`src/rtl/core/sobth_pkg.sv`:
```
package sobth_pkg;

	localparam int MAX_WIDTH  = 2048;
	localparam int MAX_HEIGHT = 4096;
	localparam int COL_W      = $clog2(MAX_WIDTH);
	localparam int ROW_W      = $clog2(MAX_HEIGHT);
	localparam int FW_W       = 12;
	localparam int FH_W       = 13;
	localparam int THR_W      = 11;
	localparam int MAG_W      = 11;
	localparam int SUM_W      = 22;
	localparam int GRAD_W     = 11;
	localparam int PIX_W      = 8;
	localparam int CFG_IDX_W  = 3;
	localparam int CFG_DAT_W  = 13;
	localparam int OUT_DAT_W  = 40;
	localparam int ROOT_W     = 4;

	localparam logic [CFG_IDX_W-1:0] REG_FRAME_WIDTH   = 3'd0;
	localparam logic [CFG_IDX_W-1:0] REG_FRAME_HEIGHT  = 3'd1;
	localparam logic [CFG_IDX_W-1:0] REG_EDGE_THRESH   = 3'd2;
	localparam logic [CFG_IDX_W-1:0] REG_REGION_LEFT   = 3'd3;
	localparam logic [CFG_IDX_W-1:0] REG_REGION_TOP    = 3'd4;
	localparam logic [CFG_IDX_W-1:0] REG_REGION_RIGHT  = 3'd5;
	localparam logic [CFG_IDX_W-1:0] REG_REGION_BOTTOM = 3'd6;

	typedef enum logic [2:0] {
		S_IDLE, S_READ, S_CALC, S_SQX, S_SQY, S_SQT, S_ROOT, S_DONE
	} state_t;

	typedef struct packed {
		logic [FW_W-1:0]  frame_width;
		logic [FH_W-1:0]  frame_height;
		logic [THR_W-1:0] edge_threshold;
		logic [COL_W-1:0] region_left;
		logic [ROW_W-1:0] region_top;
		logic [COL_W-1:0] region_right;
		logic [ROW_W-1:0] region_bottom;
	} cfg_t;

	typedef struct packed {
		logic capture;
		logic rd;
		logic calc;
		logic sq_x;
		logic sq_y;
		logic sq_t;
		logic root_step;
		logic load_out;
	} cmd_t;

	typedef struct packed {
		logic interior;
		logic root_last;
		logic out_free;
	} status_t;

endpackage

```
`src/rtl/core/sobth_ctrl.sv`:
```
module sobth_ctrl (
	input  logic             clk,
	input  logic             arst_n,
	input  logic             s_tvalid,
	output logic             s_tready,
	input  sobth_pkg::status_t st,
	output sobth_pkg::cmd_t  cmd
);
	import sobth_pkg::*;

	state_t state_q, state_nxt;

	always_ff @(posedge clk or negedge arst_n) begin
		if (!arst_n) begin
			state_q <= S_IDLE;
		end else begin
			state_q <= state_nxt;
		end
	end

	always_comb begin
		state_nxt = state_q;
		case (state_q)
			S_IDLE: begin
				if (s_tvalid) state_nxt = S_READ;
			end
			S_READ: state_nxt = S_CALC;
			S_CALC: begin
				state_nxt = st.interior ? S_SQX : S_IDLE;
			end
			S_SQX: state_nxt = S_SQY;
			S_SQY: state_nxt = S_SQT;
			S_SQT: state_nxt = S_ROOT;
			S_ROOT: begin
				if (st.root_last) state_nxt = S_DONE;
			end
			S_DONE: begin
				if (st.out_free) state_nxt = S_IDLE;
			end
			default: state_nxt = S_IDLE;
		endcase
	end

	always_comb begin
		cmd = '0;
		s_tready = 1'b0;
		case (state_q)
			S_IDLE: begin
				s_tready = 1'b1;
				cmd.capture = s_tvalid;
			end
			S_READ: cmd.rd = 1'b1;
			S_CALC: cmd.calc = 1'b1;
			S_SQX: cmd.sq_x = 1'b1;
			S_SQY: cmd.sq_y = 1'b1;
			S_SQT: cmd.sq_t = 1'b1;
			S_ROOT: cmd.root_step = 1'b1;
			S_DONE: cmd.load_out = st.out_free;
			default: cmd = '0;
		endcase
	end

endmodule

```
`config.mk`:
```
export PLATFORM = sky130hd
export DESIGN_NAME = sobth_ctrl
export DESIGN_NICKNAME = d
export VERILOG_FILES = /design/src/rtl/core/sobth_pkg.sv /design/src/rtl/core/sobth_ctrl.sv
export SDC_FILE = /design/constraint.sdc
export NUM_CORES = 1
export LEC_CHECK = 0
export BUFFER_PORTS_ARGS = -buffer_cell sky130_fd_sc_hd__buf_2
export CAP_MARGIN = 30
export CORE_AREA = 4 4 41 43
export CTS_CLUSTER_DIAMETER = 50
export DETAILED_ROUTE_END_ITERATION = 7
export DIE_AREA = 0 0 45 47
export SYNTH_ARGS = -nofsm -noshare
export SYNTH_HDL_FRONTEND = slang
export SYNTH_SLANG_ARGS = --single-unit
```
`constraint.sdc`:
```
create_clock -name clk -period 3.09 [get_ports clk]
set_clock_uncertainty 0.2 [all_clocks]
set_input_delay 0.1545 -clock clk [delete_from_list [all_inputs] [get_ports clk]]
set_output_delay 0.1545 -clock clk [all_outputs]
set_load 0.02 [all_outputs]
```
Word level (Yosys, flattened, before mapping)
Cells that the tools add are included. W data, S select, Z words.

Reduce and logical (&&, ||, !) cells: 2. Mux-type cells: 14. Equal/unequal tests: 10.

Operators by type and width (number): $pmux W3 S8 (1); $eq A3 B3 Y1 const B (4); $mux W1 (9); $mux W3 (3); $eq A3 B2 Y1 const B (2); $ne A2 B2 Y1 const B (3); $eq A3 B1 Y1 const B (1); $logic_not A3 Y1 (1); $reduce_and A3 Y1 (1); $mux W2 (1).

Output and inout port bits: 9. Flip-flop bits (word level): 3. Logic and storage cells: 27.

Longest topological paths before layout
Depth after elaboration: 3. Depth in mapped cells: 4. Gate-level depth less buffers: 3.

Worst setup path before layout
OpenSTA, ideal clock, no wires.

Path type: reg2out. Start point: register state_q[1]. End point: output port cmd[7] (netlist name). Slack: 1.343 ns. Path buffers: 1. Data arrival time: 1.392 ns. Cell stages (with the launch flop): 4. Cell sequence: dfrtp_1 -> buf_2 -> nor3_1 -> and2_1.

RTL lines: start: declaration (RTL line sobth_ctrl.sv:11) `state_t state_q, state_nxt;`; start signal: assignment (RTL line sobth_ctrl.sv:17) `state_q <= state_nxt;`; end: declaration (RTL line sobth_ctrl.sv:7) `output sobth_pkg::cmd_t cmd`.

==> impl_metrics.csv <==
group,metric,value,unit
run_status,status,"completed",
clock_network,clockBufferDepth,2,
finish,area_growth,48.89,%
global_route,antenna_found_initial,0,
floorplan,dieHeight,47,µm
floorplan,placement_rows,13,
floorplan,core_area,1301,µm²
route,drt_wl_total,652,µm
yosys,syn_area,225.2,µm²
floorplan,start_util,17.31,%
critical_path,path_class,"reg2out",
clock_network,post_cts_resized,0,
finish,antennaDiodeCount,0,
yosys,synth_top_area_cell,"dfrtp_1",
critical_path,cp.arrival,1280,ps
clock_network,clk_pin_slew,40,ps
critical_path,crit_family,"flip-flops",
critical_path,cp_max_fo,13,
yosys,synth_nets,37,
yosys,synth_seq_area_share,33.33,%
yosys,netlist_instances,31,
timing,finalCritPeriodShare,52.87,%
timing,tightest_slew,340.9,ps
critical_path,r2r-end,"state_q[0]",
clock_network,cts.sinks,3,
clock_network,cts_buffers,3,
timing,slew_headroom,77.28,%
route,dr.pass1.iters,3,
power,finalPower,361.2,µW
power,leakage,0.1745,nW
timing,final_max_slew_viol_count,0,
finish,drive_above_1_share,36.17,%
yosys,synth-edff-count,0,
power,p_per_area,1077,nW/µm²
global_route,grt_pass1_vias,265,
critical_path,cp_num_buf_inv,1,
yosys,ys_top_cells_by_count,"4 x nand2_1, 3 x buf_2, 3 x dfrtp_1, 3 x nor2_1, 3 x nor3b_1",
global_route,overflow,0,
timing,setup_tns,0,ps
floorplan,die_x,45,µm
yosys,synth_warnings,0,
clock_network,htree_levels,1,
critical_path,slowest_delay,490,ps
clock_network,clock_latency,230,ps
yosys,ys_async_sr_fraction,100.0,%
critical_path,crit-reg2reg-launch,"state_q[2]",
job,maxCapViolCount,0,
critical_path,reg2reg_slack,1620,ps
critical_path,cp_slowest_cell,"dfrtp_1",
yosys,synth.distinct_cells,15,
critical_path,worstRegToRegCells,2,
placed_design,port_buffers,14,
critical_path,crit_required,2740,ps
clock_network,post-cts-setup-buffers,0,
timing,hold_violations,0,
floorplan,io_pins,15,
critical_path,startpoint_type,"register",
timing,setup_viol,0,
route,drt_iter0_drc,3,
yosys,synth_top_cell_area_share,33.33,%
yosys,synth_seq_cells,3,
finish,largest_reg_flops,3,
min_path,hp-class,"in2async",
critical_path,crit_chain,"nor3_1 > and2_1 > buf_2",
timing,fin_crit,1634,ps
finish,regMostFlops,"state_q",
timing,fmax,612.1,MHz
yosys,synth.area.top_cells,"dfrtp_1 33%, nor3b_1 10%, buf_2 6.7%",
route,drc,0,
placed_design,place_hpwl,477.6,µm
placed_design,gp_congestion,0.6974,
finish,reg_top3,"state_q (3)",
finish,utilization,25.77,%
critical_path,cp-end-kind,"output pin",
yosys,yosys_most_used_dff,"dfrtp_1",
global_route,groute.usage.overall,7.516,%
clock_network,cts_tree,"done",
floorplan,die_area,2115,µm²
route,post_drt_wl_per_cell,10.52,µm
global_route,grt_pass1_wl,1090,µm
global_route,grt_max_degree,14,
yosys,syn_avg_cell_area,7.265,µm²
power,vdd_drop_max,0.2099,mV
route,final_antenna_net_count,0,
clock_network,root_buffer,"clkbuf_4",
route,vias,257,
yosys,yosysMostFrequentCell,"nand2_1",
finish,final_nets,54,
timing,rsz0062_at_grt,"false",
route,routed_via_density,4.145,
logic make-up after synthesis:
group	Yosys count	synth area share (%)
buf+inv	5	9.999
simple gates	17	40.00
compound gates	6	16.66
flops	3	33.33
layer usage:
layer  vias to the layer above  track usage [%]  share of wire, %
li1                        137                -                 -
met1                       113            8.676                48
met2                         7            10.45                45
met3                         0            1.916               6.6
met4                         0            8.772                 0
met5                         -                0                 0
where the power goes:
part	switching [mW]	leakage, nW	internal, mW	total (mW)
clock	0.0209	0.0150	0.0484	0.0693
combinational	0.106	0.126	0.0759	0.181
sequential	0.0513	0.0338	0.0591	0.110
per-stage QoR:
step / std cells / area (µm²) / hold WS [ps] / setup slack (ps)
after CTS: 62 / 335.3 / 47.28 / 1443
after floorplan: 31 / 225.2 / -341.1 / 1343
after global placement: 57 / 299.0 / -247.4 / 1655
after detailed placement: 57 / 299.0 / -244.0 / 1634
final: 62 / 335.3 / 45.78 / 1456
after global routing: 62 / 335.3 / 56.95 / 1321
how the worst max path moves through the flow:
stage | from | endpoint | cells past startpoint
2_1_floorplan | state_q[1] | cmd[7] | 3
6_report | state_q[2] | cmd[7] | 3
3_5_place_dp | state_q[2] | state_q[0] | 2
5_1_grt | state_q[2] | cmd[7] | 3
3_3_place_gp | state_q[2] | state_q[0] | 2
4_1_cts | state_q[2] | cmd[7] | 3
placed cells by master (no fill, tap or decap), drive strengths merged, types with 2 or more instances in the layout:
master	n
nor2b	2
nor3b	3
inv	2
o22ai	2
nor2	3
a21oi	2
buf	14
dfrtp	3
clkbuf	4
nor3	2
nand2	4
area by class of cell:
cell class	count	area, µm²
multi-input combinational	23	127.6
fill	161	965.9
timing repair buffer	15	80.08
clock buffer	4	26.28
tap	15	18.77
inverter	2	7.507
sequential	3	75.07
what timing repair did:
action / 4_1_cts / 5_1_grt
endpoints found under the hold margin: 3 / 0
hold buffers: 1 / 0
setup endpoints to repair: 0 / 0
(Power assumes the default switching activity.)
